===== src/hw/rtl/rvw_pkg.sv =====
// Shared widths for the running variance block.
// Used by every module under hw/rtl; no dependencies.
package rvw_pkg;

    localparam int COUNT_BITS  = 32;
    localparam int SAMPLE_BITS = 32;

    localparam int MEAN_W  = SAMPLE_BITS + 16;   // Q32.16 running mean
    localparam int DIFF_W  = MEAN_W + 1;         // difference of a sample and the mean
    localparam int M2_W    = 64;
    localparam int VAR_W   = 48;
    localparam int DEV_W   = 32;
    localparam int DIVD_W  = 64;
    localparam int DIVS_W  = COUNT_BITS;
    localparam int PROD_W  = 2 * DIFF_W;
    localparam int SQ_IN_W = 64;

    localparam logic [VAR_W-1:0]      VAR_MAX   = '1;
    localparam logic [COUNT_BITS-1:0] COUNT_MAX = '1;

endpackage


===== src/hw/rtl/rvw_div.sv =====
// Restoring divider, one quotient bit per cycle.
// Depends on rvw_pkg.
module rvw_div import rvw_pkg::*; (
    input  logic              i_clk,
    input  logic              i_rst_n,
    input  logic              i_start,
    input  logic [DIVD_W-1:0] i_dividend,
    input  logic [DIVS_W-1:0] i_divisor,
    output logic              o_done,
    output logic [DIVD_W-1:0] o_quot
);

    localparam int CNT_W = $clog2(DIVD_W);

    logic              r_busy;
    logic              r_done;
    logic [CNT_W-1:0]  r_cnt;
    logic [DIVS_W-1:0] r_div;
    logic [DIVS_W-1:0] r_rem;
    logic [DIVD_W-1:0] r_quot;
    logic [DIVS_W:0]   trial;
    logic [DIVS_W:0]   diff;
    logic              ge;

    assign trial = {r_rem, r_quot[DIVD_W-1]};
    assign ge    = trial >= {1'b0, r_div};
    assign diff  = trial - {1'b0, r_div};

    always_ff @(posedge i_clk) begin
        if (!i_rst_n) begin
            r_busy <= 1'b0;
            r_done <= 1'b0;
            r_cnt  <= '0;
        end else begin
            r_done <= 1'b0;
            if (i_start) begin
                r_busy <= 1'b1;
                r_cnt  <= '0;
            end else if (r_busy) begin
                r_cnt <= r_cnt + 1'b1;
                if (r_cnt == CNT_W'(DIVD_W - 1)) begin
                    r_busy <= 1'b0;
                    r_done <= 1'b1;
                end
            end
        end
    end

    always_ff @(posedge i_clk) begin
        if (i_start) begin
            r_div  <= i_divisor;
            r_rem  <= '0;
            r_quot <= i_dividend;
        end else if (r_busy) begin
            r_rem  <= ge ? diff[DIVS_W-1:0] : trial[DIVS_W-1:0];
            r_quot <= {r_quot[DIVD_W-2:0], ge};
        end
    end

    assign o_done = r_done;
    assign o_quot = r_quot;

endmodule


===== src/hw/rtl/rvw_mul.sv =====
// Unsigned multiplier built from four partial products on one small
// multiplier, then accumulated. Depends on rvw_pkg.
module rvw_mul import rvw_pkg::*; (
    input  logic              i_clk,
    input  logic              i_rst_n,
    input  logic              i_start,
    input  logic [DIFF_W-1:0] i_a,
    input  logic [DIFF_W-1:0] i_b,
    output logic              o_done,
    output logic [PROD_W-1:0] o_prod
);

    localparam int LO_W = DIFF_W / 2;
    localparam int HI_W = DIFF_W - LO_W;
    localparam int PP_W = 2 * HI_W;

    logic              r_busy;
    logic              r_done;
    logic [2:0]        r_cnt;
    logic [DIFF_W-1:0] r_a;
    logic [DIFF_W-1:0] r_b;
    logic [PP_W-1:0]   r_pp;
    logic [1:0]        r_pp_idx;
    logic [PROD_W-1:0] r_acc;
    logic [HI_W-1:0]   op_a;
    logic [HI_W-1:0]   op_b;
    logic [PROD_W-1:0] pp_shifted;

    always_comb begin
        op_a = r_cnt[1] ? r_a[DIFF_W-1:LO_W] : HI_W'(r_a[LO_W-1:0]);
        op_b = r_cnt[0] ? r_b[DIFF_W-1:LO_W] : HI_W'(r_b[LO_W-1:0]);
        case (r_pp_idx)
            2'd0:    pp_shifted = PROD_W'(r_pp);
            2'd1,
            2'd2:    pp_shifted = PROD_W'(r_pp) << LO_W;
            default: pp_shifted = PROD_W'(r_pp) << (2 * LO_W);
        endcase
    end

    always_ff @(posedge i_clk) begin
        if (!i_rst_n) begin
            r_busy <= 1'b0;
            r_done <= 1'b0;
            r_cnt  <= '0;
        end else begin
            r_done <= 1'b0;
            if (i_start) begin
                r_busy <= 1'b1;
                r_cnt  <= '0;
            end else if (r_busy) begin
                r_cnt <= r_cnt + 1'b1;
                if (r_cnt == 3'd4) begin
                    r_busy <= 1'b0;
                    r_done <= 1'b1;
                end
            end
        end
    end

    always_ff @(posedge i_clk) begin
        if (i_start) begin
            r_a   <= i_a;
            r_b   <= i_b;
            r_acc <= '0;
        end else if (r_busy) begin
            if (r_cnt != 3'd4) begin
                r_pp     <= op_a * op_b;
                r_pp_idx <= r_cnt[1:0];
            end
            if (r_cnt != 3'd0) begin
                r_acc <= r_acc + pp_shifted;
            end
        end
    end

    assign o_done = r_done;
    assign o_prod = r_acc;

endmodule


===== src/hw/rtl/rvw_sqrt.sv =====
// Digit-by-digit floor square root, one result bit per cycle.
// Depends on rvw_pkg.
module rvw_sqrt import rvw_pkg::*; (
    input  logic               i_clk,
    input  logic               i_rst_n,
    input  logic               i_start,
    input  logic [SQ_IN_W-1:0] i_val,
    output logic               o_done,
    output logic [DEV_W-1:0]   o_root
);

    localparam int CNT_W = $clog2(DEV_W);
    localparam int REM_W = DEV_W + 2;

    logic               r_busy;
    logic               r_done;
    logic [CNT_W-1:0]   r_cnt;
    logic [SQ_IN_W-1:0] r_v;
    logic [REM_W-1:0]   r_rem;
    logic [DEV_W-1:0]   r_root;
    logic [REM_W+1:0]   rem2;
    logic [REM_W+1:0]   trial;
    logic               ge;

    assign rem2  = {r_rem, r_v[SQ_IN_W-1 -: 2]};
    assign trial = {2'b00, r_root, 2'b01};
    assign ge    = rem2 >= trial;

    always_ff @(posedge i_clk) begin
        if (!i_rst_n) begin
            r_busy <= 1'b0;
            r_done <= 1'b0;
            r_cnt  <= '0;
        end else begin
            r_done <= 1'b0;
            if (i_start) begin
                r_busy <= 1'b1;
                r_cnt  <= '0;
            end else if (r_busy) begin
                r_cnt <= r_cnt + 1'b1;
                if (r_cnt == CNT_W'(DEV_W - 1)) begin
                    r_busy <= 1'b0;
                    r_done <= 1'b1;
                end
            end
        end
    end

    always_ff @(posedge i_clk) begin
        if (i_start) begin
            r_v    <= i_val;
            r_rem  <= '0;
            r_root <= '0;
        end else if (r_busy) begin
            r_v    <= r_v << 2;
            r_rem  <= ge ? REM_W'(rem2 - trial) : REM_W'(rem2);
            r_root <= {r_root[DEV_W-2:0], ge};
        end
    end

    assign o_done = r_done;
    assign o_root = r_root;

endmodule


===== src/hw/rtl/running_variance_welford.sv =====
// Running variance (Welford) top level: sequencer, state and output register.
// Depends on rvw_pkg, rvw_div, rvw_mul, rvw_sqrt.
//
// Input channel i_valid/o_stall carries one sample per request, with an
// absent mark and a group end mark. Output channel o_valid/i_stall carries
// one result per group end: both variances, both deviations, count, flags.
// The block works on one request at a time; o_stall is high while busy.
// A present sample runs the mean step on the shared divider, then the
// partial-product multiplier and an accumulate step, before the next
// request is accepted. An absent sample without group end is taken
// without leaving the idle state. A group end adds two divider passes
// (skipped for fewer than one or two samples), two square root passes and
// an output step.
// The result sits in an output register; the block accepts the next request
// while it waits, but a following group end holds in the final step until
// the receiver takes the previous result. Synchronous active-low reset
// clears all accumulated state and drops o_valid.
module running_variance_welford import rvw_pkg::*; (
    input  logic                   i_clk,
    input  logic                   i_rst_n,
    input  logic                   i_valid,
    output logic                   o_stall,
    input  logic [SAMPLE_BITS-1:0] i_sample,
    input  logic                   i_sample_absent,
    input  logic                   i_group_end,
    output logic                   o_valid,
    input  logic                   i_stall,
    output logic [VAR_W-1:0]       o_variance_population,
    output logic [VAR_W-1:0]       o_variance_sample,
    output logic [DEV_W-1:0]       o_deviation_population,
    output logic [DEV_W-1:0]       o_deviation_sample,
    output logic [31:0]            o_sample_count,
    output logic                   o_population_valid,
    output logic                   o_sample_stats_valid,
    output logic                   o_overflow_flag
);

    typedef enum logic [8:0] {
        S_IDLE     = 9'b000000001,
        S_DIV_MEAN = 9'b000000010,
        S_MUL      = 9'b000000100,
        S_ACC      = 9'b000001000,
        S_DIV_VP   = 9'b000010000,
        S_DIV_VS   = 9'b000100000,
        S_SQ_VP    = 9'b001000000,
        S_SQ_VS    = 9'b010000000,
        S_OUT      = 9'b100000000
    } t_state;

    t_state r_state, n_state;

    logic signed [MEAN_W-1:0] r_mean;
    logic signed [MEAN_W-1:0] r_xq;
    logic signed [DIFF_W-1:0] r_delta;
    logic [M2_W-1:0]          r_m2;
    logic [COUNT_BITS-1:0]    r_count;
    logic                     r_sat;
    logic                     r_end;
    logic                     r_launch;
    logic [VAR_W-1:0]         r_vp;
    logic [VAR_W-1:0]         r_vs;
    logic [DEV_W-1:0]         r_dp;
    logic                     r_o_valid;

    logic                     accept;
    logic                     out_free;
    logic signed [MEAN_W-1:0] xq_in;
    logic signed [DIFF_W-1:0] delta_in;
    logic [DIFF_W-1:0]        delta_mag;
    logic signed [DIFF_W-1:0] dev2;
    logic [DIFF_W-1:0]        dev2_mag;
    logic [DIFF_W-1:0]        quot_part;
    logic signed [DIFF_W-1:0] mean_next;
    logic [M2_W:0]            m2_sum;
    logic [VAR_W-1:0]         quot_clamped;
    logic                     cnt_ge1;
    logic                     cnt_ge2;

    logic              div_start, div_done;
    logic [DIVD_W-1:0] div_dividend, div_quot;
    logic [DIVS_W-1:0] div_divisor;
    logic              mul_start, mul_done;
    logic [PROD_W-1:0] mul_prod;
    logic              sq_start, sq_done;
    logic [SQ_IN_W-1:0] sq_val;
    logic [DEV_W-1:0]  sq_root;

    assign accept   = i_valid && !o_stall;
    assign o_stall  = (r_state != S_IDLE);
    assign out_free = !r_o_valid || !i_stall;
    assign cnt_ge1  = (r_count != '0);
    assign cnt_ge2  = (r_count > COUNT_BITS'(1));

    assign xq_in     = {i_sample, 16'h0000};
    assign delta_in  = DIFF_W'(xq_in) - DIFF_W'(r_mean);
    assign delta_mag = r_delta[DIFF_W-1] ? DIFF_W'(-r_delta) : DIFF_W'(r_delta);
    assign dev2      = DIFF_W'(r_xq) - DIFF_W'(r_mean);
    assign dev2_mag  = dev2[DIFF_W-1] ? DIFF_W'(-dev2) : DIFF_W'(dev2);
    assign quot_part = div_quot[DIFF_W-1:0];
    // truncating division: magnitude quotient takes the sign of the delta
    assign mean_next = DIFF_W'(r_mean)
                     + (r_delta[DIFF_W-1] ? DIFF_W'(-quot_part) : DIFF_W'(quot_part));
    assign m2_sum    = {1'b0, r_m2} + (M2_W + 1)'(mul_prod[PROD_W-1:48]);
    assign quot_clamped = (div_quot > DIVD_W'(VAR_MAX)) ? VAR_MAX : div_quot[VAR_W-1:0];

    // shared unit operand selection
    always_comb begin
        case (r_state)
            S_DIV_MEAN: begin
                div_dividend = DIVD_W'(delta_mag);
                div_divisor  = r_count;
            end
            S_DIV_VS: begin
                div_dividend = r_m2;
                div_divisor  = r_count - 1'b1;
            end
            default: begin
                div_dividend = r_m2;
                div_divisor  = r_count;
            end
        endcase
        sq_val = (r_state == S_SQ_VS) ? {r_vs, 16'h0000} : {r_vp, 16'h0000};
    end

    assign div_start = !r_launch && ((r_state == S_DIV_MEAN)
                     || ((r_state == S_DIV_VP) && cnt_ge1)
                     || ((r_state == S_DIV_VS) && cnt_ge2));
    assign mul_start = !r_launch && (r_state == S_MUL);
    assign sq_start  = !r_launch && ((r_state == S_SQ_VP) || (r_state == S_SQ_VS));

    rvw_div u_div (
        .i_clk      (i_clk),
        .i_rst_n    (i_rst_n),
        .i_start    (div_start),
        .i_dividend (div_dividend),
        .i_divisor  (div_divisor),
        .o_done     (div_done),
        .o_quot     (div_quot)
    );

    rvw_mul u_mul (
        .i_clk   (i_clk),
        .i_rst_n (i_rst_n),
        .i_start (mul_start),
        .i_a     (delta_mag),
        .i_b     (dev2_mag),
        .o_done  (mul_done),
        .o_prod  (mul_prod)
    );

    rvw_sqrt u_sqrt (
        .i_clk   (i_clk),
        .i_rst_n (i_rst_n),
        .i_start (sq_start),
        .i_val   (sq_val),
        .o_done  (sq_done),
        .o_root  (sq_root)
    );

    always_comb begin
        n_state = r_state;
        case (r_state)
            S_IDLE: begin
                if (accept) begin
                    if (!i_sample_absent) n_state = S_DIV_MEAN;
                    else if (i_group_end) n_state = S_DIV_VP;
                end
            end
            S_DIV_MEAN: if (div_done) n_state = S_MUL;
            S_MUL:      if (mul_done) n_state = S_ACC;
            S_ACC:      n_state = r_end ? S_DIV_VP : S_IDLE;
            S_DIV_VP:   if (!cnt_ge1 || div_done) n_state = S_DIV_VS;
            S_DIV_VS:   if (!cnt_ge2 || div_done) n_state = S_SQ_VP;
            S_SQ_VP:    if (sq_done) n_state = S_SQ_VS;
            S_SQ_VS:    if (sq_done) n_state = S_OUT;
            S_OUT:      if (out_free) n_state = S_IDLE;
            default:    n_state = S_IDLE;
        endcase
    end

    always_ff @(posedge i_clk) begin
        if (!i_rst_n) begin
            r_state   <= S_IDLE;
            r_launch  <= 1'b0;
            r_o_valid <= 1'b0;
            r_mean    <= '0;
            r_m2      <= '0;
            r_count   <= '0;
            r_sat     <= 1'b0;
            r_end     <= 1'b0;
        end else begin
            r_state <= n_state;
            if (div_start || mul_start || sq_start) begin
                r_launch <= 1'b1;
            end else if (div_done || mul_done || sq_done) begin
                r_launch <= 1'b0;
            end
            if (r_state == S_OUT && out_free) begin
                r_o_valid <= 1'b1;
            end else if (!i_stall) begin
                r_o_valid <= 1'b0;
            end

            case (r_state)
                S_IDLE: begin
                    if (accept) begin
                        r_end <= i_group_end;
                        if (!i_sample_absent) begin
                            if (r_count == COUNT_MAX) r_sat <= 1'b1;
                            else                      r_count <= r_count + 1'b1;
                        end
                    end
                end
                S_DIV_MEAN: if (div_done) r_mean <= mean_next[MEAN_W-1:0];
                S_ACC: begin
                    if (m2_sum[M2_W]) begin
                        r_m2  <= '1;
                        r_sat <= 1'b1;
                    end else begin
                        r_m2 <= m2_sum[M2_W-1:0];
                    end
                end
                S_OUT: begin
                    if (out_free) begin
                        r_mean    <= '0;
                        r_m2      <= '0;
                        r_count   <= '0;
                        r_sat     <= 1'b0;
                    end
                end
                default: ;
            endcase
        end
    end

    // payload registers
    always_ff @(posedge i_clk) begin
        if (r_state == S_IDLE && accept) begin
            r_xq    <= xq_in;
            r_delta <= delta_in;
        end
        if (r_state == S_DIV_VP) begin
            if (!cnt_ge1)      r_vp <= '0;
            else if (div_done) r_vp <= quot_clamped;
        end
        if (r_state == S_DIV_VS) begin
            if (!cnt_ge2)      r_vs <= '0;
            else if (div_done) r_vs <= quot_clamped;
        end
        if (r_state == S_SQ_VP && sq_done) r_dp <= sq_root;
        if (r_state == S_OUT && out_free) begin
            o_variance_population  <= r_vp;
            o_variance_sample      <= r_vs;
            o_deviation_population <= r_dp;
            o_deviation_sample     <= sq_root;
            o_sample_count         <= 32'(r_count);
            o_population_valid     <= cnt_ge1;
            o_sample_stats_valid   <= cnt_ge2;
            o_overflow_flag        <= r_sat;
        end
    end

    assign o_valid = r_o_valid;

endmodule

===== config.mk =====
export PLATFORM = sky130hd
export DESIGN_NAME = running_variance_welford
export DESIGN_NICKNAME = d
export VERILOG_FILES = /design/src/hw/rtl/rvw_pkg.sv /design/src/hw/rtl/rvw_div.sv /design/src/hw/rtl/rvw_mul.sv /design/src/hw/rtl/rvw_sqrt.sv /design/src/hw/rtl/running_variance_welford.sv
export SDC_FILE = /design/constraint.sdc
export NUM_CORES = 2
export LEC_CHECK = 0
export BUFFER_PORTS_ARGS = -buffer_cell sky130_fd_sc_hd__clkbuf_2
export CORE_MARGIN = 10
export CORE_UTILIZATION = 51
export DETAILED_ROUTE_END_ITERATION = 6
export PLACE_DENSITY = 0.69
export SLEW_MARGIN = 10
export SYNTH_ARGS = -nofsm -noshare
export SYNTH_HDL_FRONTEND = slang
export SYNTH_SLANG_ARGS = --single-unit

===== constraint.sdc =====
create_clock -name i_clk -period 9.28 [get_ports i_clk]
set_input_delay 1.856 -clock i_clk [delete_from_list [all_inputs] [get_ports i_clk]]
set_output_delay 1.856 -clock i_clk [all_outputs]
set_load 0.02 [all_outputs]

* Yosys cells after proc, flatten, opt, wreduce, memory -nomap -nowiden
Cells that the tools add are included.
** Word-level totals
- Bits in registers :: 1087
- Word-level logic and storage cells :: 214
** Cells by class
- $add $sub $neg :: 15
- Multipliers :: 1
- Magnitude comparators :: 4
- Equality and inequality tests :: 33
- Multiplexer cells :: 62
- Bitwise logic cells :: 5
- Reduce and logical (&&, ||, !) cells :: 52
** Operator list (number)
- two-way mux 64 bit :: 8
- two-way mux 48 bit :: 6
- one-hot mux 98 bit (2 select lines) :: 1
- two-way mux 32 bit :: 6
- one-hot mux 64 bit (2 select lines) :: 1
- adder 98 bit :: 1
- negation 49 bit :: 2
- subtractor 48 x 48 -> 49 bit :: 2
- one-hot mux 48 bit (2 select lines) :: 1
- two-way mux 9 bit :: 10
- one-hot mux 9 bit (9 select lines) :: 1
- adder 64 x 50 -> 65 bit :: 1
- > comparator 64 x 48 -> 1 bit (second input constant) :: 1
- one-hot mux 32 bit (2 select lines) :: 1
- multiplier 25 x 25 -> 50 bit :: 1
- two-way mux 25 bit :: 2
- two-way mux 49 bit :: 1
- adder 48 bit :: 1
- negation 48 bit :: 1
- greater-or-equal comparator 36 x 34 -> 1 bit :: 1
- two-way mux 34 bit :: 1
- subtractor 34 bit :: 1
- greater-or-equal comparator 33 x 32 -> 1 bit :: 1
- adder 32 x 1 -> 32 bit (second input constant) :: 1
- other kinds (43) :: 119

* Logic depth before layout (Yosys ltp)
- Depth after elaboration :: 8
- Mapped depth :: 32
- Mapped depth without buffers :: 29

* By module
Synthesis repeated with hierarchy kept, for this count alone.
** Second synthesis, totals
- Cell total of the unflattened synthesis :: 8893
- Area total of the unflattened synthesis :: 84101.9 sq um
** Modules (own cells, without submodules)
- rvw_mul :: times used 1, cells an instance 4023, area each 35519.1 sq um, sequential area each 6566.3 sq um
- running_variance_welford :: times used 1, cells an instance 3417, area each 33293.2 sq um, sequential area each 15274.6 sq um
- rvw_sqrt :: times used 1, cells an instance 731, area each 7649.8 sq um, sequential area each 3383.2 sq um
- rvw_div :: times used 1, cells an instance 722, area each 7639.8 sq um, sequential area each 3683.5 sq um

* Worst setup path before layout
No wires, ideal clock.
- Path kind :: register to register
- Start point :: register u_mul.r_cnt[1]
- End point :: register u_mul.r_pp[47], data pin
- Library setup time :: 258 ps
- Arrival time :: 8050 ps
- Path slack :: 972 ps
- Cell stages (with the launch flop) :: 32
- Path buffers :: 3
- Clock period less this slack :: 8308 ps
- Cells stage by stage :: dfxtp_1 > clkbuf_1 > clkbuf_1 > mux2i_1 > clkbuf_1 > nor2_1 > fa_1 > fa_1 > inv_1 > fa_1 > inv_1 > fa_1 > inv_1 > fa_1 > inv_1 > fa_1 > inv_1 > fa_1 > inv_1 > ha_1 > and4_1 > o21ai_0 > nor4b_1 > nor2_1 > a211oi_1 > o21bai_1 > o31ai_1 > o31a_1 > a31o_2 > nand2b_1 > a31o_2 > xnor2_1
** On the way
- Longest elaborated chain between the ends :: 2
** Ends and longest elaborated chain
- start: declaration :: line rvw_mul.sv:19 : logic [2:0] r_cnt;
- start signal: assignment :: line rvw_mul.sv:51 : r_cnt <= r_cnt + 1'b1;
- two-way mux 25 bit :: line rvw_mul.sv:30 : op_a = r_cnt[1] ? r_a[DIFF_W-1:LO_W] : HI_W'(r_a[LO_W-1:0]);
- multiplier 25 x 25 -> 50 bit :: line rvw_mul.sv:67 : r_pp <= op_a * op_b;
- end signal: assignment :: line rvw_mul.sv:67
- end: declaration :: line rvw_mul.sv:22 : logic [PP_W-1:0] r_pp;
Every way passes these cells.
A chain may end at the register's enable or synchronous reset.

* Worst setup path in the final report
- Start point :: register u_mul.r_cnt[0]
- End point :: register u_mul.r_pp[47], data pin
** On the way
- Longest elaborated chain between the ends :: 2
** Ends and longest elaborated chain
- two-way mux 25 bit :: line rvw_mul.sv:31 : op_b = r_cnt[0] ? r_b[DIFF_W-1:LO_W] : HI_W'(r_b[LO_W-1:0]);
- multiplier 25 x 25 -> 50 bit :: line rvw_mul.sv:67
Every way passes these cells.

==> summary.txt <==
Outcome
  – Status: complete, no violations

Timing
  – WHS: between 0.4 and 0.5 ns
  – Final TNS setup: 0 ns
  – Final worst path period need: between 8 and 9 ns
  – Slew headroom: between 10% and 20%
  – Endpoints failing setup: 0
  – Worst slew pin tran: approximately 1.3 ns
  – FMAX: around 110 MHz
  – Final slew viol count: 0
  – RSZ-0062 raised after global routing: false
  – Final Hold Fails: 0
  – Setup Skew: 0.0749 ns
  – Fin crit share: 96.0%

Clock network
  – Max Root-Sink Buffers: 3
  – TritonCTS clock tree: yes
  – Setup Fix Bufs, Post-CTS: 0
  – Total CTS buffers: between 100 and 150
  – CTS Root Cell: clkbuf_16
  – CTS clk-pin slew, worst paths: ~0.07 ns
  – H-tree levels: 3
  – Clock Latency Late Sink: 0.77 ns
  – CTS Sinks: roughly 1100

Global route
  – Initial antenna violation count: 13
  – Grt ovf: 0
  – Gr usage total: 27.9%
  – First-pass GRT wire length: between 300000 and 400000 um
  – Largest net degree at the start of global routing: approximately 130
  – Vias in the first global route: about 63000

Routing
  – Final ANT Viol Nets: 0
  – DR vias/cell: slightly below 6
  – Met1 wire length: around 100000 um
  – DR top layer: met5
  – DR pass1 iterations: 6
  – Routed vias: roughly 65000
  – Met2 wire length: about 110000 um
  – Residual DRC: 0
  – Routed wire length: about 250000 um
  – 1st-iter DRT viols: 6644
  – Met3 WL: roughly 23000 um
  – WL/cell: approximately 23 um

Yosys
  – Count of different cell masters after synthesis: 92
  – Synth warnings: 0
  – Syn nets: between 9000 and 10000
  – Synth Instances: approximately 8600
  – Synth Cell Area: 81200 um2
  – Yosys reg bits: around 1100
  – Fraction of registers with async set/reset: 0%
  – Number of flops mapped to enable cells by yosys: 698
  – Avg Inst Size Synth: about 9.4 um2
  – Synth Flop Type: edfxtp_1
  – Sequential cell area fraction in the yosys report: a little over a third

Power
  – Clock power frac: 32.1%
  – Total chip power: 0.0150 W
  – Int Power: roughly 0.01 W
  – IR drop worst, VDD: between 0.15 and 0.2 mV
  – Switching power total: around 0.005 W
  – Seq pwr share: 40.4%
  – Sw frac: roughly a third
  – Power density over the cells: 169 nW/um2
  – Comb pwr share: between 20% and 30%
  – Leak pwr: 38.9 nW

Min path
  – Worst hold path type: reg2reg

Placed design
  – Final Wtd Congestion: just over 1
  – Detailed Place HPWL: between 150000 and 200000 um
  – Dpl cells: roughly 11000
  – Port bufs: around 230

Setup path
  – Worst Path Class, Setup: reg2reg
  – Bufs and invs on worst path: 7
  – Arrival @ worst endpoint: ~9.4 ns
  – Crit end category: flop
  – Worst Path Required: between 9 and 10 ns
  – CP peak stage delay: between 0.6 and 0.7 ns
  – Setup crit start kind: flop
  – Max stage delay cell, worst path: mux2_2
  – Worst-path fanout max: 25
  – CP delay by family, top: adder cells

Cells and area
  – Fin cells: between 10000 and 15000
  – Most common cell after layout, fill and taps aside: nand2_1
  – Share of layout cells above drive strength 1: roughly 8.0%
  – Commonest cells after routing, fill and taps aside: nand2_1, nor2_1, inv_1
  – Final net count: 9787
  – Fillers: ~14000
  – Area Growth Syn to Fin: 8.97%

Floorplanning
  – Initial Util: 51.3%
  – Chip width: ~420 um
  – DIE AREA: between 150000 and 200000 um2
  – Die H: between 400 and 500 um
  – # rows: about 150
  – Core area: between 150000 and 200000 um2
  – # IOs: between 200 and 250

Job
  – Max Cap Viol: 0
## synthesized netlist by cell type (15+ instances only)
master	n	area (um2)
mux2i_1	228	2280
xor2_1	192	1680
a31oi_1	55	344
buf_1	25	93.8
o41ai_1	15	131
or2_2	46	288
nor2_1	898	3370
a21oi_1	570	2850
and3_1	51	319
nor3_1	99	495
xnor2_1	338	2960
a21boi_0	15	113
or4_1	22	165
nand2_1	921	3460
o21bai_1	60	450
a22oi_1	20	150
o31ai_1	52	390
fa_1	530	10600
a21o_1	239	1790
inv_1	792	2970
clkbuf_1	370	1390
and2_1	97	607
edfxtp_1	698	21000
ha_1	522	6530
o21ai_0	442	2210
a22o_1	52	455
o21a_1	53	398
dfxtp_1	373	7470
nor4_1	34	213
nand3_1	127	636
nand4_1	92	576
o211ai_1	29	218
nand2b_1	66	413
a211oi_1	103	773
a211o_1	18	158
a221oi_1	18	158
mux2_2	48	541
nor2b_1	41	257
or3_1	55	344
## power groups by stage
stage          clock network, W  logic (W)  registers, W
2_1_floorplan                 0    0.00303       0.00598
3_3_place_gp                  0    0.00393       0.00610
3_5_place_dp                  0    0.00402       0.00612
4_1_cts                 0.00487    0.00405       0.00602
5_1_grt                 0.00507    0.00452       0.00606
6_report                0.00480    0.00412       0.00603
## stage by stage
stage	setup slack [ns]	util, %	area, um2
floorplan	0.972	-	81200
finish	0.371	55.9	88500
detailed placement	0.473	53.4	84500
global placement	0.565	53.4	84500
CTS	0.430	55.9	88500
global route	0.0319	55.9	88500
## worst reg2reg max path: cells and delay by family (launching register included)
kind                     cells  cell delay, ns
AO/OA/AOI/OAI                7            1.81
XOR/XNOR                     1            0.11
multiplexers                 1            0.68
buffers and inverters        7            0.40
flip-flops                   1            0.65
AND/OR/NAND/NOR              5            0.99
adder cells (fa/ha/maj)      8            3.99
## repair_timing
item | 4_1_cts | 5_1_grt
endpoints found under the setup margin | 0 | 2
hold buffers | 0 | 0
resized for setup | 0 | 1
## kinds of logic (layout without fill, tap and decap cells)
family	Yosys count	in the layout	synth area share, %
buffers and inverters	1197	1370	5.55
AOI/OAI and AO/OA	1868	1868	14.5
and+or+nand+nor	2635	2635	14.7
other	0	4	0
muxes	276	276	3.47
DFF	1071	1071	35.0
xor gates and xnor gates	531	531	5.73
adders and majority gates	1052	1052	21.1
## final timing paths
check | startpoint | endpoint | slack, ns | depth (start not counted)
worst max-delay path | u_mul.r_cnt[0] | u_mul.r_pp[47] | 0.37 | 29
worst min-delay path | r_dp[5] | o_deviation_population[5] | 0.42 | 0
worst max register to register | u_mul.r_cnt[0] | u_mul.r_pp[47] | 0.37 | 29
worst min register to register | r_dp[5] | o_deviation_population[5] | 0.42 | 0
## registers in the layout (all words and copies together), names as in the netlist, 34 cells and up
signal	flops
u_sqrt.r_v	48
r_vs	48
r_mean	48
u_mul.r_a	49
u_div.o_quot	64
u_sqrt.r_rem	34
r_m2	64
o_variance_sample	48
r_delta	49
o_variance_population	48
u_mul.o_prod	98
r_vp	48
u_mul.r_pp	50
u_mul.r_b	49
## final cells by class
class | instances | area [um2] | area share, %
clock inverter | 69 | 810 | 0.914
timing repair buffer | 350 | 2050 | 2.32
antenna | 4 | 10.0 | 0.0113
multi-input combinational | 6362 | 48400 | 54.7
tap | 2072 | 2590 | 2.93
inverter | 794 | 2990 | 3.38
sequential | 1071 | 28400 | 32.1
clock buffer | 157 | 3190 | 3.60
## layer usage
metal | vias to the layer above | track usage (%)
met5 | - | 0
li1 | 30000 | -
met1 | 31700 | 37.6
met2 | 2601 | 44.0
met3 | 480 | 6.13
met4 | 14 | 10.6
No activity file was read; power rests on OpenSTA's default activity.
